### src/design/bprm_pkg.sv
`timescale 1ns / 1ps
// Shared types, constants and saturating helpers for the biaxial plastic return map.
// Used by every module of the block; depends on nothing.
package bprm_pkg;

   localparam int DW    = 32;
   localparam int FRAC  = 16;
   localparam int CFG_W = DW - 1;
   localparam int PW    = 2 * DW;
   localparam int MD_CW = $clog2(PW);
   localparam int SQ_CW = $clog2(DW);

   typedef logic signed [DW-1:0] val_type;
   typedef logic [DW-1:0]        mag_type;
   typedef logic [PW-1:0]        wide_type;

   localparam val_type VMAX = {1'b0, {(DW-1){1'b1}}};
   localparam val_type VMIN = {1'b1, {(DW-1){1'b0}}};
   localparam val_type ONE  = val_type'(64'd1 << FRAC);

   typedef enum logic [1:0] {
      REQ_COMPUTE = 2'd0,
      REQ_COMMIT  = 2'd1,
      REQ_REVERT  = 2'd2,
      REQ_RESTART = 2'd3
   } req_kind_type;

   typedef enum logic [2:0] {
      CSR_YOUNG  = 3'd0,
      CSR_YIELD  = 3'd1,
      CSR_ISO    = 3'd2,
      CSR_KIN    = 3'd3,
      CSR_INIT_X = 3'd4,
      CSR_INIT_Y = 3'd5
   } csr_idx_type;

   typedef enum logic [1:0] {
      ST_IDLE, ST_ISSUE, ST_WAIT, ST_DONE
   } state_type;

   typedef enum logic [4:0] {
      STEP_S0, STEP_S1, STEP_SQ0, STEP_SQ1, STEP_SQRT, STEP_HARD,
      STEP_DLAM, STEP_AA, STEP_BT, STEP_BB, STEP_T0, STEP_T1,
      STEP_DN0, STEP_DN1, STEP_ED0, STEP_ED1, STEP_HD0, STEP_HD1,
      STEP_KXX, STEP_KYY, STEP_KXY
   } step_type;

   typedef enum logic [1:0] {
      MD_IDLE, MD_MUL, MD_DIV, MD_FIN
   } md_phase_type;

   typedef struct packed {
      logic    start;
      logic    raw;
      val_type a;
      val_type b;
      val_type c;
   } md_req_type;

   typedef struct packed {
      logic     done;
      val_type  value;
      wide_type prod;
   } md_rsp_type;

   typedef struct packed {
      logic     start;
      wide_type rad;
   } sq_req_type;

   typedef struct packed {
      logic    done;
      val_type root;
   } sq_rsp_type;

   function automatic val_type sadd(input val_type a, input val_type b);
      logic signed [DW:0] s;
      s = {a[DW-1], a} + {b[DW-1], b};
      if (s[DW] != s[DW-1]) return s[DW] ? VMIN : VMAX;
      return s[DW-1:0];
   endfunction

   function automatic val_type ssub(input val_type a, input val_type b);
      logic signed [DW:0] s;
      s = {a[DW-1], a} - {b[DW-1], b};
      if (s[DW] != s[DW-1]) return s[DW] ? VMIN : VMAX;
      return s[DW-1:0];
   endfunction

   function automatic mag_type magv(input val_type a);
      return a[DW-1] ? mag_type'(-a) : mag_type'(a);
   endfunction

endpackage

### src/design/bprm_muldiv.sv
`timescale 1ns / 1ps
// Shared a*b/c unit: shift-add multiply then, unless raw is set, restoring divide, saturated result.
// Depends on bprm_pkg.
module bprm_muldiv
   import bprm_pkg::*;
(
   input  logic       clock,
   input  logic       reset,
   input  md_req_type md_req,
   output md_rsp_type md_rsp
);

   md_phase_type         phase_ff, phase_in;
   logic [MD_CW-1:0]     cnt_ff;
   wide_type             mcand_ff, prod_ff, quot_ff;
   mag_type              mplier_ff, div_ff, rem_ff, lim;
   logic                 neg_ff, zero_ff, czero_ff, sab_ff, raw_ff, done_ff, sat;
   val_type              value_ff;
   logic [DW:0]          rem_sh;
   logic                 ge;

   assign rem_sh = {rem_ff, prod_ff[PW-1]};
   assign ge     = rem_sh >= {1'b0, div_ff};
   assign lim    = neg_ff ? mag_type'(VMIN) : mag_type'(VMAX);
   assign sat    = (|quot_ff[PW-1:DW]) || (quot_ff[DW-1:0] > lim);

   always_ff @(posedge clock) begin
      if (reset) phase_ff <= MD_IDLE;
      else       phase_ff <= phase_in;
   end

   always_comb begin
      phase_in = phase_ff;
      unique case (phase_ff)
         MD_IDLE: if (md_req.start) phase_in = MD_MUL;
         MD_MUL:  if (cnt_ff == '0) phase_in = raw_ff ? MD_FIN : MD_DIV;
         MD_DIV:  if (cnt_ff == '0) phase_in = MD_FIN;
         MD_FIN:  phase_in = MD_IDLE;
         default: phase_in = MD_IDLE;
      endcase
   end

   always_ff @(posedge clock) begin
      if (reset) done_ff <= 1'b0;
      else       done_ff <= (phase_ff == MD_FIN);
   end

   always_ff @(posedge clock) begin
      case (phase_ff)
         MD_IDLE: begin
            mcand_ff  <= wide_type'(magv(md_req.a));
            mplier_ff <= magv(md_req.b);
            div_ff    <= magv(md_req.c);
            prod_ff   <= '0;
            neg_ff    <= md_req.a[DW-1] ^ md_req.b[DW-1] ^ md_req.c[DW-1];
            sab_ff    <= md_req.a[DW-1] ^ md_req.b[DW-1];
            zero_ff   <= (md_req.a == '0) || (md_req.b == '0);
            czero_ff  <= (md_req.c == '0);
            raw_ff    <= md_req.raw;
            cnt_ff    <= MD_CW'(DW - 1);
         end
         MD_MUL: begin
            if (mplier_ff[0]) prod_ff <= prod_ff + mcand_ff;
            mcand_ff  <= mcand_ff << 1;
            mplier_ff <= mplier_ff >> 1;
            cnt_ff    <= (cnt_ff == '0) ? MD_CW'(PW - 1) : cnt_ff - 1'b1;
            rem_ff    <= '0;
            quot_ff   <= '0;
         end
         MD_DIV: begin
            rem_ff  <= ge ? mag_type'(rem_sh - {1'b0, div_ff}) : rem_sh[DW-1:0];
            quot_ff <= {quot_ff[PW-2:0], ge};
            prod_ff <= prod_ff << 1;
            cnt_ff  <= cnt_ff - 1'b1;
         end
         default: begin
            if (zero_ff)       value_ff <= '0;
            else if (czero_ff) value_ff <= sab_ff ? VMIN : VMAX;
            else if (sat)      value_ff <= neg_ff ? VMIN : VMAX;
            else if (neg_ff)   value_ff <= val_type'(-quot_ff[DW-1:0]);
            else               value_ff <= val_type'(quot_ff[DW-1:0]);
         end
      endcase
   end

   assign md_rsp.done  = done_ff;
   assign md_rsp.value = value_ff;
   assign md_rsp.prod  = prod_ff;

endmodule

### config.mk
export PLATFORM = sky130hd
export DESIGN_NAME = bprm_muldiv
export DESIGN_NICKNAME = d
export VERILOG_FILES = /design/src/design/bprm_pkg.sv /design/src/design/bprm_muldiv.sv
export SDC_FILE = /design/constraint.sdc
export NUM_CORES = 1
export LEC_CHECK = 0
export BUFFER_PORTS_ARGS = -buffer_cell sky130_fd_sc_hd__buf_2
export CAP_MARGIN = 25
export CORE_MARGIN = 5
export CORE_UTILIZATION = 50
export CTS_CLUSTER_SIZE = 25
export DETAILED_ROUTE_END_ITERATION = 8
export PLACE_DENSITY = 0.67
export SLEW_MARGIN = 40
export SYNTH_ARGS = -nofsm -noshare
export SYNTH_HDL_FRONTEND = slang
export SYNTH_SLANG_ARGS = --single-unit
### constraint.sdc
create_clock -name clock -period 11.35 [get_ports clock]
set_input_delay 0.5675 -clock clock [delete_from_list [all_inputs] [get_ports clock]]
set_output_delay 0.5675 -clock clock [all_outputs]
set_load 0.05 [all_outputs]
Yosys cells after proc, flatten, opt, wreduce, memory -nomap -nowiden
Index checks and enable logic that the tools add are counted.
{"block": "op_classes", "add_sub_neg": 7, "n_lt_le_gt_ge": 2, "eq_ne": 7, "n_mux": 22, "bitwise_logic": 2, "reduce_logical": 14}
{"cell": "two-way mux 32 bit", "n": 8}
{"cell": "one-hot mux 64 bit (2 select lines)", "n": 2}
{"cell": "one-hot mux 64 bit (3 select lines)", "n": 1}
{"cell": "negator 32 bit", "n": 4}
{"cell": "one-hot mux 32 bit (2 select lines)", "n": 2}
{"cell": "zero test 32 bit", "n": 3}
{"cell": "adder 64 bit", "n": 1}
{"cell": "two-way mux 64 bit", "n": 1}
{"cell": "greater-or-equal comparator 33 x 32 -> 1 bit", "n": 1}
{"cell": "greater-than comparator 32 bit", "n": 1}
{"cell": "OR reduction 32 bit", "n": 1}
{"cell": "subtractor 32 bit", "n": 1}
{"cell": "two-way mux 31 bit", "n": 1}
{"cell": "one-hot mux 6 bit (3 select lines)", "n": 1}
{"cell": "inequality test 2 bit, second input constant", "n": 4}
{"cell": "one-hot mux 2 bit (4 select lines)", "n": 1}
{"cell": "zero test 6 bit", "n": 1}
{"cell": "two-way mux 2 bit", "n": 3}
{"cell": "two-way mux 6 bit", "n": 1}
{"cell": "subtractor 6 x 1 -> 6 bit, second input constant", "n": 1}
{"cell": "equality test 2 bit, second input constant", "n": 2}
{"cell": "nonzero test 2 bit", "n": 2}
{"cell": "AND reduction 3 bit", "n": 1}
{"cell": "nonzero test 3 bit", "n": 1}
{"cell": "7 further kinds", "n": 9}
{"block": "word_totals", "register_bits": 334, "in_bits": 100, "wordCells": 70}

Longest topological paths before layout
Gate-level depths: netlist (run 1).
{"block": "depth", "word_depth": 5, "depth_mapped": 14, "ltp_nobuf": 13}

Worst setup path after synthesis (run 1)
Ideal clock, no wire load.
{"block": "synth_timing", "path_type": "flip-flop to flip-flop", "startpoint": "register phase_ff[1]", "endpoint": "register prod_ff[0] (enable)", "t_arrival_ps": 4349, "path_slack_ps": 6493, "stages_incl_launch_ff": 7, "path_buffers": 3, "path_cell_list": "dfxtp_1 -> inv_1 -> ha_1 -> clkbuf_1 -> clkbuf_1 -> clkbuf_1 -> a21oi_1"}
{"block": "synth_between", "elab_chain_len": 3}
{"element": "start: declaration", "line": "bprm_muldiv.sv:13", "text": "md_phase_type phase_ff, phase_in;"}
{"element": "start signal: assignment", "line": "bprm_muldiv.sv:29", "text": "else phase_ff <= phase_in;"}
{"element": "equality test 2 x 1 -> 1 bit (tied with other cells)", "line": "bprm_muldiv.sv:49", "text": "case (phase_ff)"}
{"element": "inequality test 2 bit (no source line) / nonzero test 3 bit (equally long branches)"}
{"element": "AND reduction 2 bit (no source line) *"}
{"element": "end signal: assignment", "line": "bprm_muldiv.sv:63", "text": "if (mplier_ff[0]) prod_ff <= prod_ff + mcand_ff;"}
{"element": "end signal: assignment", "line": "bprm_muldiv.sv:73", "text": "prod_ff <= prod_ff << 1;"}
{"element": "end: declaration", "line": "bprm_muldiv.sv:15", "text": "wide_type mcand_ff, prod_ff, quot_ff;"}
Every way passes the cells marked *; elsewhere a longest branch is shown, timed or not.
A chain may end at the register's enable or synchronous reset.

Worst setup path in the final report (run 1)
{"block": "layout_timing", "startpoint": "register neg_ff", "endpoint": "register value_ff[3] (data pin)"}
{"block": "layout_between", "elab_chain_len": 5}
{"element": "start: declaration", "line": "bprm_muldiv.sv:17", "text": "logic neg_ff, zero_ff, czero_ff, sab_ff, raw_ff, done_ff, sat;"}
{"element": "start signal: assignment", "line": "bprm_muldiv.sv:55", "text": "neg_ff <= md_req.a[DW-1] ^ md_req.b[DW-1] ^ md_req.c[DW-1];"}
{"element": "two-way mux 32 bit", "line": "bprm_muldiv.sv:24, bprm_muldiv.sv:79"}
{"element": "greater-than comparator 32 bit", "line": "bprm_muldiv.sv:25", "text": "assign sat = (|quot_ff[PW-1:DW]) || (quot_ff[DW-1:0] > lim);"}
{"element": "logical OR 1 bit", "line": "bprm_muldiv.sv:25"}
{"element": "two-way mux 32 bit *", "line": "bprm_muldiv.sv:79", "text": "else if (sat) value_ff <= neg_ff ? VMIN : VMAX;"}
{"element": "two-way mux 32 bit *", "line": "bprm_muldiv.sv:78", "text": "else if (czero_ff) value_ff <= sab_ff ? VMIN : VMAX;"}
{"element": "end signal: assignment", "line": "bprm_muldiv.sv:78"}
{"element": "end signal: assignment", "line": "bprm_muldiv.sv:79"}
{"element": "end signal: assignment", "line": "bprm_muldiv.sv:80", "text": "else if (neg_ff) value_ff <= val_type'(-quot_ff[DW-1:0]);"}
{"element": "end: declaration", "line": "bprm_muldiv.sv:18", "text": "val_type value_ff;"}
Marks and branches as above.

==> flow_metrics.py, run 1 <==
metrics = {
    "cts": {
        "cts_max_path_buffers": 3,
        "cts_hold_buf": 0,
        "clk_latency_ns": 0.55,
        "numCtsBuffers": 38,
        "cts_root_buffer": "clkbuf_16",
        "htreeDepth": 2,
        "cts_tree": "built",
        "cts_setup_buffers": 0,
        "clock-sinks": 334,
        "cts.repair.resized": 0,
        "clk_pin_slew_ns": 0.06,
    },
    "route": {
        "routed_wl_um": 55300,
        "vias": 17466,
        "dr.pass1.iters": 5,
        "drc": 0,
        "wl_per_cell_um": 18.4,
        "first_iter_violations": 1465,
        "antenna_left": 0,
        "viasPerCell": 5.82,
    },
    "finish": {
        "area_growth_syn_to_layout_pct": 12.5,
        "nNetsFinal": 2630,
        "layout-drive-gt1-share_pct": 12.2,
        "final_cells": 3003,
        "final_util_pct": 57.0,
    },
    "placed_design": {
        "routabilityCongestion": 0.951,
        "hpwlAfterDp_um": 40300,
        "portBuffers": 196,
        "place_inst": 2935,
    },
    "status": {
        "status": "finished clean",
    },
    "synth": {
        "yosysUniqueCellTypes": 71,
        "yosysTopAreaCell": "edfxtp_1",
        "postSynthCellCount": 2240,
        "synth_nets": 2480,
        "syn_area_per_cell_um2": 9.76,
        "synth-seq-cells": 334,
        "synth-edff-count": 331,
        "ys.flop_type": "edfxtp_1",
        "synthArstFlopShare_pct": 0,
        "synth.cell_area_mm2": 0.0219,
        "yosysWarnings": 0,
        "synthTopCellsByArea": "edfxtp_1, ha_1, o21ai_0, nand2_1, xor2_1",
        "synth.most_common_cell": "edfxtp_1",
        "synth_top_area_share_pct": 45.5,
        "synth_commonest_cells": "edfxtp_1, nand2_1, o21ai_0",
        "ys_seq_area_share_pct": 45.7,
    },
    "setup_path": {
        "end_kind": "flop",
        "critical_path_class": "reg -> reg",
        "rr_worst_depth": 12,
        "worstPathRequired_ns": 11.71,
        "cp-start-kind": "flop",
        "arrival_ns": 4.46,
        "crit_fanout": 44,
    },
    "power_and_ir_drop": {
        "cell_internal_pwr_w": 0.00416,
        "netSwitchingPower_w": 0.00323,
        "leakagePower_nw": 9.98,
        "p_comb_share_pct": 49.4,
        "power.share.switching_pct": 43.7,
        "vdd_drop_max_v": 0.000214,
        "total_power_w": 0.00739,
        "p_per_area_mw_per_mm2": 301,
        "p_clk_share_pct": 16.5,
        "p_seq_share_pct": 34.1,
    },
    "grt": {
        "grt_antenna_before_repair": 2,
        "grtUsageTotal_pct": 22.6,
        "gr-total-overflow": 0,
        "grt_start_max_net_pins": 77,
        "grt_pass1_vias": 16990,
        "grt_pass1_wl_um": 88700,
    },
    "floorplan": {
        "dieArea_mm2": 0.0480,
        "core-area_mm2": 0.0432,
        "initial_core_util_pct": 50.6,
        "ios": 197,
        "fp.dieW_um": 219,
        "fp-row-count": 76,
        "die_h_um": 219,
    },
    "sta": {
        "finalSetupViolCount": 0,
        "rsz0062_at_grt": "false",
        "hold_slack_ns": 0.214,
        "min_period_ns": 4.10,
        "drv_slew": 0,
        "tightest_slew_ns": 0.811,
        "min_period_over_period_pct": 36.1,
        "fin_skew_ns": 0.0165,
        "slew-limit-headroom_pct": 45.5,
        "fin_tns_setup_ns": 0,
        "fmax_ghz": 0.244,
        "finalHoldViolCount": 0,
    },
    "min_path": {
        "holdCritPathClass": "in -> reg",
        "whs_path_depth": 1,
    },
    "job": {
        "cap_violations": 0,
    },
}
[metal layers]
metal	share of wire, %	global-route usage (%)
met2	47	37.0
met1	44	30.8
met3	6.2	4.04
met5	0.013	0
met4	2.8	7.14
[registers in the layout, indices dropped and copies added, names as in the netlist]
signal	flops
czero_ff	1
done_ff	1
mplier_ff	32
cnt_ff	6
prod_ff	64
zero_ff	1
phase_ff	2
quot_ff	64
sab_ff	1
mcand_ff	64
value_ff	32
div_ff	32
neg_ff	1
raw_ff	1
rem_ff	32
[final timing paths]
| kind | startpoint | end | slack (ns) |
|---|---|---|---|
| worst max register to register | neg_ff | value_ff[3] | 7.25 |
| worst min-delay path | md_req[96] | raw_ff | 0.21 |
| worst max-delay path | neg_ff | value_ff[3] | 7.25 |
| worst min register to register | mplier_ff[23] | mplier_ff[22] | 0.53 |
[critical path, stage by stage, from the launching register on]
cell,delay (ns)
edfxtp_1,0.32
buf_4,0.40
clkinv_1,0.38
ha_1,0.41
nand4_1,0.12
or3_1,0.38
o21ai_0,0.15
a21oi_1,0.07
a21boi_0,0.14
o21ai_2,0.53
or3_1,0.56
a21oi_1,0.14
a311oi_1,0.28
[per-stage QoR]
step                setup slack [ns]  area, µm²
detailed placement              7.30      23400
CTS                             7.27      24600
global placement                7.18      23300
global route                    6.82      24600
floorplan                       6.49      21900
finish                          7.25      24600
[area by class of cell]
cell class	count	area [µm²]
Fill cell	3849	18600
Multi-Input combinational cell	1731	11300
Sequential cell	334	10000
Timing Repair Buffer	208	1090
Clock buffer	49	1010
Tap cell	585	732
Inverter	77	289
Clock inverter	18	193
Antenna cell	1	2.50
[kinds of logic (layout without fill, tap and decap cells)]
logic type	after synthesis	in the layout	synth area share (%)
adders and majority gates	140	140	8.08
muxes	23	23	1.06
buffers and inverters	175	352	3.02
and+or+nand+nor	742	742	16.8
DFF	334	334	45.7
AOI/OAI and AO/OA	645	645	18.0
xor gates and xnor gates	181	181	7.25
other	0	1	0
[power groups by stage]
stage / registers (W) / logic (W) / clock network, W
after CTS: 0.00252 / 0.00364 / 0.00125
after global routing: 0.00257 / 0.00408 / 0.00130
after global placement: 0.00253 / 0.00353 / 0
after floorplan: 0.00268 / 0.00254 / 0
after detailed placement: 0.00254 / 0.00362 / 0
final: 0.00252 / 0.00365 / 0.00122
[cells in the final DEF (no fill, tap or decap), types with 36 or more instances in the layout]
master	netlist	routed
and2_1	102	101
o21ai_0	227	227
xor2_1	100	100
nand2_1	256	254
a21o_1	72	72
ha_1	138	134
inv_1	75	75
buf_2	0	196
xnor2_1	81	81
or3_1	36	36
nor2_1	133	133
edfxtp_1	331	331
a21oi_1	163	162
clkbuf_16	0	39
Power figures use the tool's default switching activity.
==> run 2: changes to the inputs <==
==> constraint.sdc (replaced) <==
create_clock -name clock -period 4.28 [get_ports clock]
set_input_delay 0.214 -clock clock [delete_from_list [all_inputs] [get_ports clock]]
set_output_delay 0.214 -clock clock [all_outputs]
set_load 0.05 [all_outputs]
==> flow_metrics.py, run 2 (synthesis gave the netlist of run 1 again) <==
metrics = {
    "placed_design": {
        "portBuffers": 196,
        "place_inst": 2943,
        "routabilityCongestion": 0.918,
        "hpwlAfterDp_um": 41000,
    },
    "floorplan": {
        "fp.dieW_um": 219,
        "dieArea_mm2": 0.0480,
        "initial_core_util_pct": 50.6,
        "die_h_um": 219,
        "fp-row-count": 76,
        "core-area_mm2": 0.0432,
        "ios": 197,
    },
    "cts": {
        "numCtsBuffers": 40,
        "cts_max_path_buffers": 3,
        "clock-sinks": 334,
        "cts_tree": "built",
        "clk_pin_slew_ns": 0.06,
        "htreeDepth": 2,
        "cts_setup_buffers": 0,
        "cts_root_buffer": "clkbuf_16",
        "clk_latency_ns": 0.55,
    },
    "sta": {
        "hold_slack_ns": 0.0295,
        "min_period_ns": 4.04,
        "tightest_slew_ns": 0.814,
        "slew-limit-headroom_pct": 45.7,
        "drv_slew": 0,
        "fin_skew_ns": 0.0141,
        "fmax_ghz": 0.248,
        "rsz0062_at_grt": "false",
        "finalSetupViolCount": 0,
        "min_period_over_period_pct": 94.3,
        "finalHoldViolCount": 0,
        "fin_tns_setup_ns": 0,
    },
    "setup_path": {
        "critical_path_class": "reg -> reg",
        "arrival_ns": 4.45,
        "worstSetupStartpoint": "prod_ff[4]",
        "crit_fanout": 6,
        "worstPathRequired_ns": 4.70,
        "cp-start-kind": "flop",
        "end_kind": "flop",
        "reg2reg_from": "prod_ff[4]",
    },
    "grt": {
        "gr-total-overflow": 0,
        "grtUsageTotal_pct": 23.1,
        "grt_start_max_net_pins": 76,
        "grt_pass1_vias": 17323,
        "grt_pass1_wl_um": 90300,
        "grt_antenna_before_repair": 4,
    },
    "power_and_ir_drop": {
        "vdd_drop_max_v": 0.000515,
        "total_power_w": 0.0200,
        "p_per_area_mw_per_mm2": 799,
        "leakagePower_nw": 10.2,
    },
    "finish": {
        "area_growth_syn_to_layout_pct": 14.5,
        "nNetsFinal": 2665,
        "final_common_cell": "edfxtp_1",
        "layout-drive-gt1-share_pct": 12.5,
        "top_regs": "mcand_ff: 64 flops, prod_ff: 64 flops, quot_ff: 64 flops",
        "final_cells": 3041,
        "layout_common_cells": "edfxtp_1, nand2_1, o21ai_0, buf_2, a21oi_1",
        "final_util_pct": 58.0,
    },
    "min_path": {
        "holdCritPathClass": "in -> reg",
        "min_from": "md_req[26]",
    },
    "status": {
        "status": "finished clean",
    },
    "route": {
        "routed_wl_um": 56500,
        "drc": 0,
        "vias": 17622,
        "first_iter_violations": 1314,
        "viasPerCell": 5.79,
        "antenna_left": 0,
        "dr.pass1.iters": 5,
        "wl_per_cell_um": 18.6,
    },
    "job": {
        "cap_violations": 0,
    },
}
[run 2: cell types whose count changed in the layout (fill, tap and decap cells not counted), sizes merged]
cell and delta:
dlygate4sd3 +25, bufinv +2, clkinvlp -3, clkinv +10, buf +8, inv -1
clkbuf -3
[run 2: what timing repair did]
action                                 in CTS  in global routing
endpoints found under the hold margin      27                  0
resized for setup                           0                  0
hold buffers                               25                  0
[run 2: path summary, 6_finish.rpt]
kind                                     end  slack (ns)  cells past startpoint
worst max-delay path             prod_ff[59]        0.24                     11
worst min-delay path              div_ff[26]        0.03                      2
worst max register to register   prod_ff[59]        0.24                     11
worst min register to register  mplier_ff[7]        0.52                      2
[run 2: cell type report]
class,count,area (µm²)
Clock inverter,26,277
Timing Repair Buffer,241,1420
Sequential cell,334,10000
Antenna cell,1,2.50
Tap cell,585,732
Inverter,77,289
Clock buffer,46,1040
Multi-Input combinational cell,1731,11300
Fill cell,3752,18100
[run 2: critical path, stage by stage (launching register included)]
cell	delay (ns)
edfxtp_1	0.41
ha_1	0.38
o211ai_1	0.11
o21a_1	0.23
a21oi_1	0.26
a31oi_1	0.22
o41ai_1	0.50
a31oi_1	0.27
o221ai_1	0.62
o211ai_1	0.29
a2111oi_0	0.45
nand3b_1	0.16
[run 2: per-layer routing]
metal | GRT usage [%] | wire [µm]
met2 | 38.2 | 27000
met4 | 7.49 | 1360
met5 | 0 | 13
met3 | 4.57 | 3200
met1 | 30.7 | 24900
[run 2: power by group]
group	internal (W)	total [W]	leakage, nW	switching [W]
Clock	0.00211	0.00346	0.653	0.00135
Combinational	0.00351	0.00989	6.11	0.00638
Sequential	0.00570	0.00665	3.45	0.000954
Total	0.0113	0.0200	10.2	0.00868
[run 2: stage by stage]
step / worst slack, ns / area [µm²]
finish: 0.243 / 25000
global route: 0.163 / 25000
CTS: 0.416 / 25000
detailed placement: 0.438 / 23500
global placement: 0.578 / 23400
floorplan: 0.199 / 21900
==> run 3: changes to the inputs <==
--- a/config.mk
+++ b/config.mk
@@ -7,6 +7,7 @@
 export LEC_CHECK = 0
 export BUFFER_PORTS_ARGS = -buffer_cell sky130_fd_sc_hd__buf_2
 export CAP_MARGIN = 25
+export CORE_ASPECT_RATIO = 1.75
 export CORE_MARGIN = 5
 export CORE_UTILIZATION = 50
 export CTS_CLUSTER_SIZE = 25
==> constraint.sdc (replaced) <==
create_clock -name clock -period 4.8 [get_ports clock]
set_input_delay 0.24 -clock clock [delete_from_list [all_inputs] [get_ports clock]]
set_output_delay 0.24 -clock clock [all_outputs]
set_load 0.05 [all_outputs]
==> flow_metrics.py, run 3 (synthesis gave the netlist of run 1 again) <==
metrics = {
    "floorplan": {
        "core-area_mm2": 0.0433,
        "ios": 197,
        "fp.dieW_um": 168,
        "initial_core_util_pct": 50.4,
        "fp-row-count": 101,
        "die_h_um": 287,
        "dieArea_mm2": 0.0482,
    },
    "power_and_ir_drop": {
        "netSwitchingPower_w": 0.00774,
        "vdd_drop_max_v": 0.000500,
        "p_comb_share_pct": 50.2,
        "p_clk_share_pct": 15.7,
        "p_per_area_mw_per_mm2": 711,
        "power.share.switching_pct": 44.3,
        "p_seq_share_pct": 34.1,
        "cell_internal_pwr_w": 0.00972,
        "leakagePower_nw": 9.99,
    },
    "finish": {
        "top_regs": "mcand_ff: 64 flops, prod_ff: 64 flops, quot_ff: 64 flops",
        "area_growth_syn_to_layout_pct": 12.4,
        "final_common_cell": "edfxtp_1",
        "nNetsFinal": 2639,
        "num_antenna_cells": 0,
        "layout_common_cells": "edfxtp_1, nand2_1, o21ai_0, buf_2, a21oi_1",
        "layout-drive-gt1-share_pct": 12.2,
    },
    "sta": {
        "rsz0062_at_grt": "false",
        "fin_tns_setup_ns": 0,
        "fin_ws_ns": 0.806,
        "finalSetupViolCount": 0,
        "slew-limit-headroom_pct": 43.3,
        "min_period_ns": 3.99,
        "min_period_over_period_pct": 83.2,
        "finalHoldViolCount": 0,
        "fmax_ghz": 0.250,
        "drv_slew": 0,
        "fin_skew_ns": 0.0222,
        "tightest_slew_ns": 0.842,
    },
    "placed_design": {
        "dpl_worst_slack_ns": 0.891,
        "hpwlAfterDp_um": 43400,
        "portBuffers": 196,
        "routabilityCongestion": 0.932,
    },
    "setup_path": {
        "rr_worst_depth": 11,
        "worstPathRequired_ns": 5.05,
        "arrival_ns": 4.25,
        "worstSetupStartpoint": "prod_ff[1]",
        "crit_fanout": 6,
        "cp-start-kind": "flop",
        "end_kind": "flop",
        "reg2reg_from": "prod_ff[1]",
        "critical_path_class": "reg -> reg",
        "ff2ff_setup_slack_ns": 0.81,
    },
    "min_path": {
        "holdCritPathClass": "in -> reg",
        "whs_path_depth": 2,
        "min_from": "md_req[21]",
    },
    "status": {
        "status": "finished clean",
    },
    "route": {
        "routed_wl_um": 58100,
        "dr.pass1.iters": 5,
        "wl_per_cell_um": 19.4,
        "first_iter_violations": 990,
        "vias": 17589,
        "drc": 0,
        "antenna_left": 0,
        "viasPerCell": 5.88,
    },
    "cts": {
        "cts_tree": "built",
        "htreeDepth": 2,
        "clk_pin_slew_ns": 0.07,
        "clock-sinks": 334,
        "cts.repair.resized": 0,
        "cts_root_buffer": "clkbuf_16",
        "cts_hold_buf": 6,
        "clk_latency_ns": 0.55,
        "cts_max_path_buffers": 3,
        "cts_setup_buffers": 0,
        "numCtsBuffers": 35,
    },
    "grt": {
        "grt_pass1_wl_um": 92200,
        "grt_start_max_net_pins": 95,
        "grt_pass1_vias": 17952,
        "grt_antenna_before_repair": 0,
        "gr-total-overflow": 0,
        "grtUsageTotal_pct": 23.4,
    },
    "job": {
        "cap_violations": 0,
    },
}
[run 3: cell types whose count changed in the layout (fill, tap and decap cells not counted), sizes merged]
cell	change
diode	-1
clkinvlp	+5
dlygate4sd3	-19
clkinv	-14
bufinv	-3
inv	+1
buf	-2
[run 3: worst paths after layout]
kind,end
worst min register to register,mplier_ff[10]
worst min-delay path,div_ff[21]
worst max-delay path,prod_ff[63]
worst max register to register,prod_ff[63]
[run 3: stage by stage]
step	total power, W	util [%]	area (µm²)	hold WS (ns)	std cells
CTS	0.0175	56.6	24500	0.00153	2988
global route	0.0187	56.7	24600	0.0165	2989
detailed placement	0.0147	53.9	23400	0.456	2921
finish	0.0175	56.7	24600	0.0183	2989
global placement	0.0145	53.9	23300	0.455	2921
floorplan	0.0123	-	21900	0.312	2240
[run 3: layer usage]
layer	vias up	global-route usage, %	part of all wire, %
li1	8585	-	-
met1	8392	24.4	36
met2	468	45.6	55
met3	144	3.87	4.6
met4	0	9.48	4.1
met5	-	0	0
[run 3: area by class of cell]
cell class                 count  area (µm²)
clock buffer                  46         938
clock inverter                15         179
timing repair buffer         220        1200
sequential                   334       10000
multi-input combinational   1731       11200
inverter                      77         289
tap                          566         708
fill                        3852       18800
[run 3: critical path: stages, from the launching register on]
cell       delay [ns]
edfxtp_1         0.44
ha_1             0.35
a211oi_1         0.28
o21a_1           0.27
a21oi_1          0.11
a31oi_1          0.45
o41ai_1          0.17
a31oi_1          0.38
o221ai_1         0.40
o2111ai_1        0.49
mux2i_1          0.23
o311ai_0         0.13
[run 3: power by group through the flow]
stage | sequential [W] | clock [W] | combinational, W
2_1_floorplan | 0.00631 | 0 | 0.00600
3_3_place_gp | 0.00597 | 0 | 0.00853
3_5_place_dp | 0.00600 | 0 | 0.00869
4_1_cts | 0.00596 | 0.00279 | 0.00875
5_1_grt | 0.00608 | 0.00291 | 0.00973
6_report | 0.00596 | 0.00274 | 0.00877
