File: config.mk
export PLATFORM = sky130hd
export DESIGN_NAME = bprm_sqrt
export DESIGN_NICKNAME = d
export VERILOG_FILES = /design/src/design/bprm_pkg.sv /design/src/design/bprm_sqrt.sv
export SDC_FILE = /design/constraint.sdc
export NUM_CORES = 1
export LEC_CHECK = 0
export BUFFER_PORTS_ARGS = -buffer_cell sky130_fd_sc_hd__clkbuf_2
export CORE_MARGIN = 2
export CORE_UTILIZATION = 57
export CTS_BUF_LIST = sky130_fd_sc_hd__clkbuf_16
export DETAILED_ROUTE_END_ITERATION = 8
export HOLD_SLACK_MARGIN = 0.06
export PLACE_DENSITY = 0.76
export SLEW_MARGIN = 20
export SYNTH_ARGS = -nofsm -noshare
export SYNTH_HDL_FRONTEND = slang
export SYNTH_SLANG_ARGS = --single-unit
File: constraint.sdc
create_clock -name clock -period 3.9 [get_ports clock]
set_input_delay 0.39 -clock clock [delete_from_list [all_inputs] [get_ports clock]]
set_output_delay 0.39 -clock clock [all_outputs]
set_load 0.05 [all_outputs]
File: src/design/bprm_pkg.sv
`timescale 1ns / 1ps
// Shared types, constants and saturating helpers for the biaxial plastic return map.
// Used by every module of the block; depends on nothing.
package bprm_pkg;

   localparam int DW    = 32;
   localparam int FRAC  = 16;
   localparam int CFG_W = DW - 1;
   localparam int PW    = 2 * DW;
   localparam int MD_CW = $clog2(PW);
   localparam int SQ_CW = $clog2(DW);

   typedef logic signed [DW-1:0] val_type;
   typedef logic [DW-1:0]        mag_type;
   typedef logic [PW-1:0]        wide_type;

   localparam val_type VMAX = {1'b0, {(DW-1){1'b1}}};
   localparam val_type VMIN = {1'b1, {(DW-1){1'b0}}};
   localparam val_type ONE  = val_type'(64'd1 << FRAC);

   typedef enum logic [1:0] {
      REQ_COMPUTE = 2'd0,
      REQ_COMMIT  = 2'd1,
      REQ_REVERT  = 2'd2,
      REQ_RESTART = 2'd3
   } req_kind_type;

   typedef enum logic [2:0] {
      CSR_YOUNG  = 3'd0,
      CSR_YIELD  = 3'd1,
      CSR_ISO    = 3'd2,
      CSR_KIN    = 3'd3,
      CSR_INIT_X = 3'd4,
      CSR_INIT_Y = 3'd5
   } csr_idx_type;

   typedef enum logic [1:0] {
      ST_IDLE, ST_ISSUE, ST_WAIT, ST_DONE
   } state_type;

   typedef enum logic [4:0] {
      STEP_S0, STEP_S1, STEP_SQ0, STEP_SQ1, STEP_SQRT, STEP_HARD,
      STEP_DLAM, STEP_AA, STEP_BT, STEP_BB, STEP_T0, STEP_T1,
      STEP_DN0, STEP_DN1, STEP_ED0, STEP_ED1, STEP_HD0, STEP_HD1,
      STEP_KXX, STEP_KYY, STEP_KXY
   } step_type;

   typedef enum logic [1:0] {
      MD_IDLE, MD_MUL, MD_DIV, MD_FIN
   } md_phase_type;

   typedef struct packed {
      logic    start;
      logic    raw;
      val_type a;
      val_type b;
      val_type c;
   } md_req_type;

   typedef struct packed {
      logic     done;
      val_type  value;
      wide_type prod;
   } md_rsp_type;

   typedef struct packed {
      logic     start;
      wide_type rad;
   } sq_req_type;

   typedef struct packed {
      logic    done;
      val_type root;
   } sq_rsp_type;

   function automatic val_type sadd(input val_type a, input val_type b);
      logic signed [DW:0] s;
      s = {a[DW-1], a} + {b[DW-1], b};
      if (s[DW] != s[DW-1]) return s[DW] ? VMIN : VMAX;
      return s[DW-1:0];
   endfunction

   function automatic val_type ssub(input val_type a, input val_type b);
      logic signed [DW:0] s;
      s = {a[DW-1], a} - {b[DW-1], b};
      if (s[DW] != s[DW-1]) return s[DW] ? VMIN : VMAX;
      return s[DW-1:0];
   endfunction

   function automatic mag_type magv(input val_type a);
      return a[DW-1] ? mag_type'(-a) : mag_type'(a);
   endfunction

endpackage

File: src/design/bprm_sqrt.sv
`timescale 1ns / 1ps
// Digit-by-digit integer square root of a double-width radicand, saturated.
// Depends on bprm_pkg.
module bprm_sqrt
   import bprm_pkg::*;
(
   input  logic       clock,
   input  logic       reset,
   input  sq_req_type sq_req,
   output sq_rsp_type sq_rsp
);

   logic             busy_ff, done_ff;
   logic [SQ_CW-1:0] cnt_ff;
   wide_type         rad_ff;
   logic [DW+1:0]    rem_ff;
   mag_type          root_ff;
   logic [DW+3:0]    rem_sh, test;
   logic             ge;

   assign rem_sh = {rem_ff, rad_ff[PW-1:PW-2]};
   assign test   = {2'b00, root_ff, 2'b01};
   assign ge     = rem_sh >= test;

   always_ff @(posedge clock) begin
      if (reset) begin
         busy_ff <= 1'b0;
         done_ff <= 1'b0;
      end else begin
         done_ff <= busy_ff && (cnt_ff == '0);
         if (sq_req.start)          busy_ff <= 1'b1;
         else if (cnt_ff == '0)     busy_ff <= 1'b0;
      end
   end

   always_ff @(posedge clock) begin
      if (!busy_ff) begin
         rad_ff  <= sq_req.rad;
         rem_ff  <= '0;
         root_ff <= '0;
         cnt_ff  <= SQ_CW'(DW - 1);
      end else begin
         rad_ff  <= rad_ff << 2;
         rem_ff  <= ge ? (DW+2)'(rem_sh - test) : rem_sh[DW+1:0];
         root_ff <= {root_ff[DW-2:0], ge};
         cnt_ff  <= cnt_ff - 1'b1;
      end
   end

   assign sq_rsp.done = done_ff;
   assign sq_rsp.root = root_ff[DW-1] ? VMAX : val_type'(root_ff);

endmodule

# [Word-level counts from Yosys, hierarchy flattened]
# Index checks and enable logic that the tools add are counted.
[op_classes] reduce_logical=3 shifts=0 n_bitwise=0 multipliers=0 muxes=5 eq_ne=0 n_addsub=2 n_lt_le_gt_ge=1 div=0
[op_table] op="2-to-1 mux 64 bit" count=1
[op_table] op="greater-or-equal comparator 36 x 34 -> 1 bit" count=1
[op_table] op="2-to-1 mux 34 bit" count=1
[op_table] op="subtractor 34 bit" count=1
[op_table] op="2-to-1 mux 31 bit" count=1
[op_table] op="zero test 5 bit" count=1
[op_table] op="subtractor 5 x 1 -> 5 bit, second input constant" count=1
[op_table] op="2-to-1 mux 1 bit" count=2
[op_table] op="nonzero test 2 bit" count=1
[op_table] op="logical AND 1 bit" count=1
[word_totals] latchBits=0 reg_bits=137 input_bits=67 out_inout_bits=33 memories=0 ramBits=0 elab_cells=18 mem_bits_ro=0

# [Longest topological paths before layout]
# Gate-level depths: netlist (run 1).
[depth] ltp_word=3 mapped_depth=14 ltp_nobuf=11

# [Worst setup path before layout (run 1)]
# No wires, ideal clock.
[synth_path] kind="register to register" from="register root_ff[11]" to="register rem_ff[13]" slack_ps=1031 arrival_time_ps=2741 period_less_slack_ps=2869 stages_incl_launch_ff=15 setup_ps=128 n_path_buf=3 t_required_ps=3772 path_cell_list="dfxtp_1 > inv_1 > ha_1 > clkbuf_1 > a21oi_1 > o211ai_1 > a221o_1 > a21o_1 > a2111oi_2 > o21ai_1 > and2_1 > buf_2 > buf_2 > mux2i_1 > nor2_1"
[synth_between] elab_chain_cells=2 elab_cells_between_ends=3 cone_classes="1 x add/sub; 1 x order compare; 1 x mux"
[synth_rtl] item="start: declaration" line_no="bprm_sqrt.sv:17" text="mag_type root_ff;"
[synth_rtl] item="start signal: assignment" line_no="bprm_sqrt.sv:45" text="root_ff <= {root_ff[DW-2:0], ge};"
[synth_rtl] item="subtractor 34 bit or greater-or-equal comparator 36 x 34 -> 1 bit (tied branches)" line_no="bprm_sqrt.sv:44, bprm_sqrt.sv:23"
[synth_rtl] item="2-to-1 mux 34 bit (*)" line_no="bprm_sqrt.sv:44" text="rem_ff <= ge ? (DW+2)'(rem_sh - test) : rem_sh[DW+1:0];"
[synth_rtl] item="end signal: assignment" line_no="bprm_sqrt.sv:44"
[synth_rtl] item="end: declaration" line_no="bprm_sqrt.sv:16" text="logic [DW+1:0] rem_ff;"
# Mark *: on every way between the ends. The rest lies on a longest branch, timed or not.
# A chain may end at the register's enable or synchronous reset.

# [Final worst setup path (run 1)]
[layout_path] from="register root_ff[9]" to="register rem_ff[23]"
# Same word-level chain as after synthesis.

==> results_tabular.tex, run 1 <==
\begin{tabular}{lr}
\hline
Metric & Value \\
\hline
\multicolumn{2}{l}{\textbf{Die}} \\
\quad Die ar. & 11890 um2 \\
\quad Placeable Area & 10790 um2 \\
\quad Boundary pin count & 100 \\
\quad Placement row count & 38 \\
\quad Horizontal die dimension & 109.1 um \\
\quad Die height & 109.1 um \\
\quad Initial core utilization & 0.5829 \\
\multicolumn{2}{l}{\textbf{Yosys}} \\
\quad Adder and majority cell fraction of the synthesized area & 0.06961 \\
\quad Average cell area after synthesis & 9.362 um2 \\
\quad Most used DFF post-synth & sky130\_fd\_sc\_hd\_\_dfxtp\_1 \\
\quad Synthesized flop and latch total & 137 \\
\quad EDFF count, synth & 0 \\
\quad Fraction of the yosys area taken by sequential cells & 0.4360 \\
\quad Compound-cell area share of the yosys netlist & 0.1257 \\
\quad Multiplexer area fraction after synthesis & 0.1492 \\
\quad Number of different library cells in the post-synthesis netlist & 59 \\
\quad Xor and xnor fraction of the mapped netlist area & 0.03620 \\
\quad Number of nets in the synthesized netlist & 774 \\
\quad Area leader, netlist & sky130\_fd\_sc\_hd\_\_dfxtp\_1 \\
\quad Yosys synthesis warning count & 0 \\
\quad Main combinational cell family by area after synthesis & multiplexers \\
\quad Area fraction of the dominant cell type after synthesis & 0.4360 \\
\quad Cell count after synthesis & 672 \\
\quad Cell Area, Synth & 6291 um2 \\
\quad Share of flip-flops with an asynchronous set or reset after synthesis & 0 \\
\quad Simple-gate area share of the yosys netlist & 0.1348 \\
\quad Largest cells by area after synthesis & sky130\_fd\_sc\_hd\_\_dfxtp\_1 44\%, sky130\_fd\_sc\_hd\_\_mux2\_2 11\%, sky130\_fd\_sc\_hd\_\_ha\_1 7.0\%, sky130\_fd\_sc\_hd\_\_nor2\_1 5.0\%, sky130\_fd\_sc\_hd\_\_mux2i\_1 3.8\% \\
\multicolumn{2}{l}{\textbf{Placed design}} \\
\quad HPWL reported at the end of detailed placement & 9380 um \\
\quad Dpl cell area & 6867 um2 \\
\quad Buffers on Ports & 98 \\
\quad Final Wtd Congestion & 0.9099 \\
\quad Number of cells after detailed placement & 884 \\
\quad Dpl ws & 0.5776 ns \\
\multicolumn{2}{l}{\textbf{Clock tree}} \\
\quad Number of buffers between clock root and the deepest sink & 2 \\
\quad Post-CTS Hold Fix Bufs & 0 \\
\quad CTS sink count & 137 \\
\quad Number of clock buffers inserted by TritonCTS & 17 \\
\quad Register clock-pin slew on the reported worst setup and hold paths & 0.06 ns \\
\quad Post-CTS sizing & 0 \\
\quad CTS Root Cell & sky130\_fd\_sc\_hd\_\_clkbuf\_16 \\
\quad Clk\_lat worst skew & 0.43 ns \\
\quad CTS tree & built \\
\quad H-tree depth reported by CTS & 4 \\
\quad Buffer count from post-CTS setup fixing & 0 \\
\multicolumn{2}{l}{\textbf{Timing}} \\
\quad Final critical delay including setup and external delays & 3.352 ns \\
\quad Fraction of the cycle the final worst path needs & 0.8595 \\
\quad Final WS setup & 0.5481 ns \\
\quad Final clock skew & 0.01162 ns \\
\quad Achievable frequency & 298.3 MHz \\
\quad Worst Hold Margin & 0.1290 ns \\
\quad Final setup violation count & 0 \\
\quad Least-Margin Pin Slew & 0.9349 ns \\
\quad RSZ-0062 raised after global routing & false \\
\quad Final-report hold violation count & 0 \\
\quad Setup TNS after final layout & 0 ns \\
\quad Max transition margin & 0.3767 \\
\quad Final max-slew violation count & 0 \\
\multicolumn{2}{l}{\textbf{GRT}} \\
\quad Overflow left after global routing & 0 \\
\quad Number of global-route vias before repair & 4859 \\
\quad Pin count of the biggest net entering global routing & 81 \\
\quad Met1 Track Usage GR & 0.2733 \\
\quad Wire length of the first global-routing pass & 21910 um \\
\quad Global Route met3 Usage & 0.1028 \\
\quad Global-route track usage on met2 & 0.3913 \\
\quad Number of antenna violations at the first check in global routing & 0 \\
\quad GR Util All Layers & 0.2392 \\
\quad Most congested layer reported by global routing & met2 \\
\multicolumn{2}{l}{\textbf{Pwr}} \\
\quad Total internal power & 3.666 mW \\
\quad Sequential power share & 0.283 \\
\quad Total power after layout & 5.785 mW \\
\quad Share of power burned in the clock network & 0.275 \\
\quad Combinational fraction of design power & 0.442 \\
\quad LEAKAGE & 3.599 nW \\
\quad Largest voltage drop on the vdd net & 0.4003 mV \\
\quad Switching power as a share of total power & 0.3662 \\
\quad PwrDens & 776.0 nW/um2 \\
\quad Switching pwr & 2.119 mW \\
\multicolumn{2}{l}{\textbf{Detailed routing}} \\
\quad Via Count & 4972 \\
\quad Post-DRT Antenna Nets & 0 \\
\quad Final wirelength & 13330 um \\
\quad Number of optimization iterations in the first detailed-route pass & 5 \\
\quad Initial drt markers & 187 \\
\quad Drc violations & 0 \\
\quad Wirelength per Cell & 14.55 um \\
\quad Avg Vias per Cell & 5.428 \\
\multicolumn{2}{l}{\textbf{Final layout}} \\
\quad Post-synthesis to final-layout area growth & 18.50\% \\
\quad Layout net count & 865 \\
\quad Most common cell after layout, fill and taps aside & sky130\_fd\_sc\_hd\_\_dfxtp\_1 \\
\quad Final core utilization & 0.6907 \\
\quad Leading cell types in the layout, fill and taps excluded & 136 x sky130\_fd\_sc\_hd\_\_dfxtp\_1, 98 x sky130\_fd\_sc\_hd\_\_clkbuf\_2, 83 x sky130\_fd\_sc\_hd\_\_nor2\_1 \\
\quad Fraction of final layout cells with drive strength greater than 1 & 0.2668 \\
\quad Antenna diodes & 0 \\
\quad Number of non-filler instances in the completed layout & 916 \\
\quad Fin area & 7455 um2 \\
\multicolumn{2}{l}{\textbf{Min path}} \\
\quad Startpoint of the lowest-slack hold path & reset \\
\quad End point of the worst hold path & busy\_ff \\
\quad Hold crit path type & in2reg \\
\quad Cell depth of the worst min-delay path & 2 \\
\multicolumn{2}{l}{\textbf{Critical path}} \\
\quad Setup slack on the worst flop-to-flop path & 0.55 ns \\
\quad WP data required & 4.17 ns \\
\quad WS Path Type & reg2reg \\
\quad Startpoint of the most critical register-to-register path & root\_ff[9] \\
\quad CP startpoint kind & flop \\
\quad Endpoint of the lowest-slack register-to-register path & rem\_ff[23] \\
\quad Worst-path maximum fanout & 14 \\
\quad Reg2reg path depth & 12 \\
\quad CP arrival & 3.62 ns \\
\quad Kind of end point of the critical path & flop \\
\multicolumn{2}{l}{\textbf{Run}} \\
\quad Maximum capacitance violations & 0 \\
\multicolumn{2}{l}{\textbf{Outcome}} \\
\quad Result of the run & finished, final reports clean \\
\hline
\end{tabular}
==> area by class of cell <==
class                   instances  area [um2]
multi-input cells             458        3247
inverters                      46       173.9
well taps                     140       175.2
fillers                       815        3338
flip-flops and latches        137        2744
clock inverters                15       161.4
repair buffers                103       528.0
clock buffers                  17       425.4
==> synthesized netlist by cell type (all sizes together) (2+ instances only) <==
library cell    n
dfxtp         137
nor2           84
mux2           62
nand2          60
inv            46
ha             35
a21oi          29
clkbuf         25
mux2i          24
o21ai          22
xnor2          18
nand3          13
a21o           12
nor3           12
o21a            8
xor2            8
nand4           7
a31oi           6
buf             6
nor2b           6
a211oi          4
nand2b          4
a2111oi         3
a21boi          3
and3            3
o211ai          3
a221o           2
a22o            2
and2            2
o211a           2
o21bai          2
o31ai           2
o41ai           2
or4             2
==> sequential cells by signal, indices dropped and copies added, names as in the netlist <==
register / flops
root_ff: 32
rem_ff: 34
cnt_ff: 5
rad_ff: 64
busy_ff: 1
done_ff: 1
==> kinds of logic (layout without fill, tap and decap cells) <==
kind of cell / after synthesis / count (layout)
flip-flops: 137 / 137
multiplexers: 86 / 86
AND/OR/NAND/NOR: 196 / 196
buffers and inverters: 77 / 181
other: 1 / 1
AO/OA/AOI/OAI: 114 / 114
XOR/XNOR: 26 / 26
adder cells (fa/ha/maj): 35 / 35
==> power by group through the flow <==
| stage | sequential [mW] | combinational, mW | clock, mW |
|---|---|---|---|
| after floorplan | 1.64 | 2.06 | 0 |
| after global placement | 1.66 | 2.46 | 0 |
| after detailed placement | 1.66 | 2.53 | 0 |
| after CTS | 1.64 | 2.55 | 1.63 |
| after global routing | 1.65 | 2.83 | 1.69 |
| final | 1.64 | 2.56 | 1.59 |
==> worst max path at each step <==
| stage | from | to | slack [ns] | cells past startpoint |
|---|---|---|---|---|
| floorplan | root_ff[11] | rem_ff[13] | 1.03 | 14 |
| global placement | root_ff[0] | rem_ff[26] | 0.77 | 13 |
| detailed placement | root_ff[9] | rem_ff[13] | 0.58 | 12 |
| CTS | root_ff[0] | rem_ff[13] | 0.56 | 13 |
| global route | root_ff[0] | rem_ff[25] | 0.24 | 13 |
| finish | root_ff[9] | rem_ff[23] | 0.55 | 12 |
==> routing by layer <==
| layer | vias to the layer above | part of all wire |
|---|---|---|
| li1 | 2487 | - |
| met1 | 2298 | 0.42 |
| met2 | 159 | 0.48 |
| met3 | 28 | 0.079 |
| met4 | 0 | 0.019 |
| met5 | - | 0 |
==> critical path, stage by stage, from the launching register on <==
cell and delay, ns:
sky130_fd_sc_hd__dfxtp_1 0.30, sky130_fd_sc_hd__inv_1 0.06, sky130_fd_sc_hd__ha_1 0.37, sky130_fd_sc_hd__a21oi_1 0.23
sky130_fd_sc_hd__o211ai_1 0.14, sky130_fd_sc_hd__a221o_1 0.36, sky130_fd_sc_hd__a21o_1 0.23, sky130_fd_sc_hd__a2111oi_2 0.37
sky130_fd_sc_hd__o21ai_1 0.19, sky130_fd_sc_hd__and2_1 0.37, sky130_fd_sc_hd__buf_4 0.31, sky130_fd_sc_hd__mux2i_1 0.18
sky130_fd_sc_hd__nor2_1 0.07
(Power assumes the default switching activity.)
==> run 2: changes to the inputs <==
ABC_AREA = 1   (was not set)
CORE_UTILIZATION = 58   (was 57)
GPL_TIMING_DRIVEN = 0   (was not set)
==> results_tabular.tex, run 2 <==
\begin{tabular}{lr}
\hline
Metric & Value \\
\hline
\multicolumn{2}{l}{\textbf{Die}} \\
\quad Placement row count & 41 \\
\quad Placeable Area & 12570 um2 \\
\quad Die ar. & 13720 um2 \\
\quad Boundary pin count & 100 \\
\quad Horizontal die dimension & 117.1 um \\
\quad Initial core utilization & 0.5905 \\
\quad Die height & 117.1 um \\
\multicolumn{2}{l}{\textbf{Placed design}} \\
\quad Buffers on Ports & 98 \\
\quad HPWL reported at the end of detailed placement & 13680 um \\
\quad Number of cells after detailed placement & 1474 \\
\quad Final Wtd Congestion & 0.9569 \\
\multicolumn{2}{l}{\textbf{Yosys}} \\
\quad Area fraction of the dominant cell type after synthesis & 0.3695 \\
\quad Dominant cell by count in the synthesized netlist & sky130\_fd\_sc\_hd\_\_nand2\_1 \\
\quad Largest cells by area after synthesis & sky130\_fd\_sc\_hd\_\_dfxtp\_1 37\%, sky130\_fd\_sc\_hd\_\_nand2\_1 30\%, sky130\_fd\_sc\_hd\_\_inv\_1 9.7\%, sky130\_fd\_sc\_hd\_\_ha\_1 5.9\%, sky130\_fd\_sc\_hd\_\_nor2\_1 4.7\% \\
\quad EDFF count, synth & 0 \\
\quad Number of different library cells in the post-synthesis netlist & 32 \\
\quad Area leader, netlist & sky130\_fd\_sc\_hd\_\_dfxtp\_1 \\
\quad Yosys synthesis warning count & 0 \\
\quad Average cell area after synthesis & 6.165 um2 \\
\quad Cell Area, Synth & 7422 um2 \\
\quad Compound-cell area share of the yosys netlist & 0.02192 \\
\quad Share of flip-flops with an asynchronous set or reset after synthesis & 0 \\
\quad Cell count after synthesis & 1204 \\
\quad Simple-gate area share of the yosys netlist & 0.4071 \\
\quad Synthesized flop and latch total & 137 \\
\quad Number of nets in the synthesized netlist & 1306 \\
\quad Adder and majority cell fraction of the synthesized area & 0.05900 \\
\quad Multiplexer area fraction after synthesis & 0 \\
\quad Fraction of the yosys area taken by sequential cells & 0.3695 \\
\quad Xor and xnor fraction of the mapped netlist area & 0.02242 \\
\quad Most used standard cells in the synthesized netlist & 585 x sky130\_fd\_sc\_hd\_\_nand2\_1, 192 x sky130\_fd\_sc\_hd\_\_inv\_1, 137 x sky130\_fd\_sc\_hd\_\_dfxtp\_1 \\
\quad Main combinational cell family by area after synthesis & simple AND/OR/NAND/NOR gates \\
\quad Most used DFF post-synth & sky130\_fd\_sc\_hd\_\_dfxtp\_1 \\
\multicolumn{2}{l}{\textbf{Detailed routing}} \\
\quad Avg Vias per Cell & 4.664 \\
\quad Via Count & 7024 \\
\quad Drc violations & 0 \\
\quad Number of optimization iterations in the first detailed-route pass & 5 \\
\quad Wirelength per Cell & 11.56 um \\
\quad Initial drt markers & 313 \\
\quad Post-DRT Antenna Nets & 0 \\
\quad Final wirelength & 17420 um \\
\multicolumn{2}{l}{\textbf{Pwr}} \\
\quad LEAKAGE & 5.284 nW \\
\quad Largest voltage drop on the vdd net & 0.3872 mV \\
\quad PwrDens & 812.3 nW/um2 \\
\multicolumn{2}{l}{\textbf{Timing}} \\
\quad Achievable frequency & 398.9 MHz \\
\quad Final setup violation count & 0 \\
\quad Final max-slew violation count & 0 \\
\quad RSZ-0062 raised after global routing & false \\
\quad Final-report hold violation count & 0 \\
\quad Worst Hold Margin & 0.1385 ns \\
\quad Setup TNS after final layout & 0 ns \\
\quad Final clock skew & 0.007095 ns \\
\quad Final critical delay including setup and external delays & 2.507 ns \\
\quad Least-Margin Pin Slew & 0.6598 ns \\
\quad Fraction of the cycle the final worst path needs & 0.6428 \\
\quad Max transition margin & 0.5602 \\
\multicolumn{2}{l}{\textbf{Final layout}} \\
\quad Register containing the most flip-flops in the final layout & rad\_ff \\
\quad Count of fill cells added during filler insertion & 1183 \\
\quad Antenna diodes & 0 \\
\quad Layout net count & 1423 \\
\quad Final core utilization & 0.6897 \\
\quad Number of non-filler instances in the completed layout & 1506 \\
\quad Most common cell after layout, fill and taps aside & sky130\_fd\_sc\_hd\_\_nand2\_1 \\
\quad Fraction of final layout cells with drive strength greater than 1 & 0.1214 \\
\quad Leading cell types in the layout, fill and taps excluded & 585 x sky130\_fd\_sc\_hd\_\_nand2\_1, 193 x sky130\_fd\_sc\_hd\_\_inv\_1, 137 x sky130\_fd\_sc\_hd\_\_dfxtp\_1 \\
\quad Number of flip-flops in the largest register & 64 \\
\quad Post-synthesis to final-layout area growth & 16.79\% \\
\quad Top Registers & rad\_ff x64, rem\_ff x34, root\_ff x32 \\
\multicolumn{2}{l}{\textbf{Clock tree}} \\
\quad Post-CTS Hold Fix Bufs & 0 \\
\quad CTS tree & built \\
\quad Post-CTS sizing & 0 \\
\quad Buffer count from post-CTS setup fixing & 0 \\
\quad CTS sink count & 137 \\
\quad Number of buffers between clock root and the deepest sink & 2 \\
\quad Register clock-pin slew on the reported worst setup and hold paths & 0.06 ns \\
\quad H-tree depth reported by CTS & 4 \\
\quad Clk\_lat worst skew & 0.43 ns \\
\quad CTS Root Cell & sky130\_fd\_sc\_hd\_\_clkbuf\_16 \\
\quad Number of clock buffers inserted by TritonCTS & 17 \\
\multicolumn{2}{l}{\textbf{GRT}} \\
\quad Number of antenna violations at the first check in global routing & 0 \\
\quad Overflow left after global routing & 0 \\
\quad Pin count of the biggest net entering global routing & 17 \\
\quad GR Util All Layers & 0.2745 \\
\quad Wire length of the first global-routing pass & 29240 um \\
\quad Number of global-route vias before repair & 6687 \\
\multicolumn{2}{l}{\textbf{Outcome}} \\
\quad Result of the run & finished, final reports clean \\
\multicolumn{2}{l}{\textbf{Critical path}} \\
\quad Cell Chain, Critical Path & inv\_1 > clkbuf\_1 > ha\_1 > nand2\_1 > nor3b\_1 > nand2\_1 > a21oi\_1 > nand4\_2 > buf\_6 > buf\_6 > nor2\_1 > nor2\_1 \\
\quad Worst-path maximum fanout & 10 \\
\quad Slowest library cell on the worst path & sky130\_fd\_sc\_hd\_\_clkbuf\_1 \\
\quad CP arrival & 2.83 ns \\
\quad CP startpoint kind & flop \\
\quad Setup slack on the worst flop-to-flop path & 1.39 ns \\
\quad Kind of end point of the critical path & flop \\
\quad WP data required & 4.22 ns \\
\quad Biggest cell delay along the critical path & 0.38 ns \\
\quad WS Path Type & reg2reg \\
\multicolumn{2}{l}{\textbf{Min path}} \\
\quad Hold crit path type & in2reg \\
\multicolumn{2}{l}{\textbf{Run}} \\
\quad Maximum capacitance violations & 0 \\
\hline
\end{tabular}
-- run 2: path summary, 6_finish.rpt --
check                                 start    endpoint  cells past startpoint
worst max-delay path            root_ff[31]  rem_ff[32]                     12
worst min register to register    cnt_ff[0]   cnt_ff[0]                      1
worst min-delay path                  reset     busy_ff                      2
worst max register to register  root_ff[31]  rem_ff[32]                     12
-- run 2: routing by layer --
metal	part of all wire	global-route usage	vias up
li1	-	-	3775
met1	0.45	0.3210	3025
met2	0.45	0.4644	181
met3	0.065	0.08599	43
met4	0.032	0.1200	0
met5	0	0	-
-- run 2: layout make-up --
class	instances	area, um2	area share
Sequential cell	137	2743	0.3164
Buffer	34	166.4	0.01920
Clock inverter	15	115.1	0.01328
Tap cell	172	215.2	0.02483
Clock buffer	17	425.4	0.04908
Inverter	192	720.7	0.08314
Multi-Input combinational cell	841	3792	0.4375
Timing Repair Buffer	98	490.5	0.05658
-- run 2: cell families after synthesis --
group | count (synthesis)
adder cells (fa/ha/maj) | 35
flip-flops | 137
buffers and inverters | 226
XOR/XNOR | 19
AO/OA/AOI/OAI | 31
other | 1
AND/OR/NAND/NOR | 755
-- run 2: worst max-delay path: cells and delay by family, from the launching register on --
family | cells | cell delay [ns]
AO/OA/AOI/OAI | 1 | 0.14
adder cells (fa/ha/maj) | 1 | 0.36
buffers and inverters | 4 | 0.90
flip-flops | 1 | 0.30
AND/OR/NAND/NOR | 6 | 0.70
-- run 2: where the power goes --
| part | internal [mW] | switching (mW) |
|---|---|---|
| Combinational | 1.34 | 2.54 |
| Sequential | 1.59 | 0.0897 |
| Clock | 0.821 | 0.662 |
| Total | 3.75 | 3.29 |
-- run 2: metrics by stage --
stage	power, mW	area (um2)	setup slack (ns)
6_report	7.041	8668	1.393
3_3_place_gp	5.498	8128	1.397
4_1_cts	7.039	8668	1.356
2_1_floorplan	4.674	7422	1.856
5_1_grt	7.712	8668	1.118
3_5_place_dp	5.533	8128	1.400
==> run 3: changes to the inputs <==
ABC_AREA = 0   (was 1)
CORE_UTILIZATION = 57   (was 58)
clock period = 2.5 ns   (was 3.9 ns; I/O delays follow)
==> results_tabular.tex, run 3 (synthesized netlist as in run 1, its figures left out) <==
\begin{tabular}{lr}
\hline
Metric & Value \\
\hline
\multicolumn{2}{l}{\textbf{Final layout}} \\
\quad Number of flip-flops in the largest register & 64 \\
\quad Most common cell after layout, fill and taps aside & sky130\_fd\_sc\_hd\_\_dfxtp\_1 \\
\quad Antenna diodes & 0 \\
\quad Register containing the most flip-flops in the final layout & rad\_ff \\
\quad Leading cell types in the layout, fill and taps excluded & 127 x sky130\_fd\_sc\_hd\_\_dfxtp\_1, 98 x sky130\_fd\_sc\_hd\_\_clkbuf\_2, 78 x sky130\_fd\_sc\_hd\_\_nor2\_1 \\
\quad Number of non-filler instances in the completed layout & 1010 \\
\quad Layout net count & 960 \\
\quad Post-synthesis to final-layout area growth & 39.16\% \\
\quad Fin area & 8755 um2 \\
\quad Top Registers & rad\_ff x64, rem\_ff x34, root\_ff x32 \\
\quad Fraction of final layout cells with drive strength greater than 1 & 0.3552 \\
\multicolumn{2}{l}{\textbf{Die}} \\
\quad Boundary pin count & 100 \\
\quad Placeable Area & 10790 um2 \\
\quad Placement row count & 38 \\
\quad Horizontal die dimension & 109.1 um \\
\quad Die ar. & 11890 um2 \\
\quad Die height & 109.1 um \\
\quad Initial core utilization & 0.5829 \\
\multicolumn{2}{l}{\textbf{Clock tree}} \\
\quad H-tree depth reported by CTS & 4 \\
\quad Number of buffers between clock root and the deepest sink & 2 \\
\quad Clk\_lat worst skew & 0.42 ns \\
\quad CTS sink count & 137 \\
\quad CTS Root Cell & sky130\_fd\_sc\_hd\_\_clkbuf\_16 \\
\quad Number of clock buffers inserted by TritonCTS & 17 \\
\quad Register clock-pin slew on the reported worst setup and hold paths & 0.06 ns \\
\quad CTS tree & built \\
\multicolumn{2}{l}{\textbf{Detailed routing}} \\
\quad Wirelength per Cell & 17.99 um \\
\quad Final wirelength & 18170 um \\
\quad Number of optimization iterations in the first detailed-route pass & 5 \\
\quad Drc violations & 0 \\
\quad Via Count & 5594 \\
\quad Total length of routed met2 wires & 9252 um \\
\quad Routed metal-1 wirelength & 7321 um \\
\quad Top routing layer in use & met4 \\
\quad Avg Vias per Cell & 5.539 \\
\quad Met3 layer wire length in the routed design & 1056 um \\
\quad Post-DRT Antenna Nets & 0 \\
\quad Initial drt markers & 329 \\
\multicolumn{2}{l}{\textbf{Timing}} \\
\quad Final clock skew & 0.008257 ns \\
\quad Final max-slew violation count & 0 \\
\quad Final WS setup & -0.3793 ns \\
\quad Achievable frequency & 347.3 MHz \\
\quad Least-Margin Pin Slew & 0.6494 ns \\
\quad RSZ-0062 raised after global routing & true \\
\quad Final-report hold violation count & 0 \\
\quad Max transition margin & 0.5670 \\
\quad Final setup violation count & 35 \\
\quad Fraction of the cycle the final worst path needs & 1.152 \\
\quad Final critical delay including setup and external delays & 2.879 ns \\
\multicolumn{2}{l}{\textbf{Critical path}} \\
\quad Slowest library cell on the worst path & sky130\_fd\_sc\_hd\_\_a2111oi\_4 \\
\quad CP arrival & 3.17 ns \\
\quad Worst-path maximum fanout & 4 \\
\quad CP startpoint kind & flop \\
\quad Most frequent CP cell & sky130\_fd\_sc\_hd\_\_buf\_6 \\
\quad Kind of end point of the critical path & flop \\
\quad WS Path Type & reg2reg \\
\quad Cell Chain, Critical Path & ha\_4 > a21oi\_4 > o211ai\_1 > a221o\_1 > a21o\_4 > a2111oi\_4 > o21ai\_2 > and2\_4 > buf\_8 > buf\_6 > buf\_6 > mux2i\_2 > nor2\_1 \\
\quad Biggest cell delay along the critical path & 0.39 ns \\
\quad WP data required & 2.79 ns \\
\multicolumn{2}{l}{\textbf{Outcome}} \\
\quad Result of the run & complete, but fails checks \\
\quad Violated checks & negative setup slack \\
\multicolumn{2}{l}{\textbf{Pwr}} \\
\quad LEAKAGE & 4.028 nW \\
\quad Largest voltage drop on the vdd net & 0.7933 mV \\
\quad Total power after layout & 11.10 mW \\
\quad PwrDens & 1268 nW/um2 \\
\multicolumn{2}{l}{\textbf{GRT}} \\
\quad Number of global-route vias before repair & 5765 \\
\quad Overflow left after global routing & 0 \\
\quad Wire length of the first global-routing pass & 28250 um \\
\quad Pin count of the biggest net entering global routing & 17 \\
\quad GR Util All Layers & 0.3117 \\
\quad Number of antenna violations at the first check in global routing & 0 \\
\multicolumn{2}{l}{\textbf{Run}} \\
\quad Maximum capacitance violations & 0 \\
\multicolumn{2}{l}{\textbf{Min path}} \\
\quad Hold crit path type & in2reg \\
\multicolumn{2}{l}{\textbf{Placed design}} \\
\quad HPWL reported at the end of detailed placement & 10200 um \\
\quad Final Wtd Congestion & 0.9130 \\
\quad Buffers on Ports & 98 \\
\quad Number of cells after detailed placement & 910 \\
\quad Dpl cell area & 7178 um2 \\
\hline
\end{tabular}
## run 3: per-stage QoR
| stage | TNS [ns] | hold slack (ns) | worst slack [ns] | util |
|---|---|---|---|---|
| after detailed placement | -21.55 | 0.4000 | -0.7554 | 0.6651 |
| after CTS | -6.326 | 0.06002 | -0.2778 | 0.8005 |
| after floorplan | -4.129 | 0.3224 | -0.1667 | - |
| after global placement | -19.38 | 0.3912 | -0.6827 | 0.6651 |
| after global routing | -12.38 | 0.06475 | -0.4549 | 0.8112 |
| final | -9.718 | 0.06088 | -0.3793 | 0.8112 |
## run 3: layout make-up
type / instances / area, um2
clock inverter: 14 / 175.2
inverter: 46 / 175.2
multi-input combinational: 458 / 3689
timing repair buffer: 175 / 1244
sequential: 137 / 2755
clock buffer: 17 / 425.4
tap: 140 / 175.2
fill: 619 / 2038
buffer: 23 / 116.4
## run 3: path summary, 6_finish.rpt
kind	slack (ns)	start	cells after the start	endpoint
worst max register to register	-0.38	rem_ff[9]	13	rem_ff[2]
worst min-delay path	0.06	sq_req[56]	2	rad_ff[56]
worst max-delay path	-0.38	rem_ff[9]	13	rem_ff[2]
worst min register to register	0.41	cnt_ff[0]	1	cnt_ff[0]
## run 3: critical path, delay by kind of cell, from the launching register on
family          cells  cell delay, ns
flops               1            0.34
buf+inv             3            0.37
fa+ha+maj           1            0.26
simple gates        2            0.21
mux                 1            0.16
compound gates      6            1.39
## run 3: repair_timing
action / in CTS / in global routing
gates cloned: 3 / 0
setup buffers: 28 / 6
hold buffers: 41 / 2
setup endpoints to repair: 35 / 35
resized for setup: 59 / 26
hold endpoints to repair: 41 / 2
pin swaps: 23 / 14
## run 3: power by group
| part | switching, mW | internal, mW | total (mW) |
|---|---|---|---|
| Clock | 1.01 | 1.57 | 2.58 |
| Sequential | 0.161 | 2.45 | 2.61 |
| Combinational | 2.93 | 2.98 | 5.91 |
| Total | 4.10 | 7.00 | 11.1 |
## run 3: metal layers
layer	vias to the layer above	GRT usage
met4	0	0.1300
met3	57	0.07711
met1	2649	0.3414
met5	-	0
met2	213	0.5697
li1	2675	-
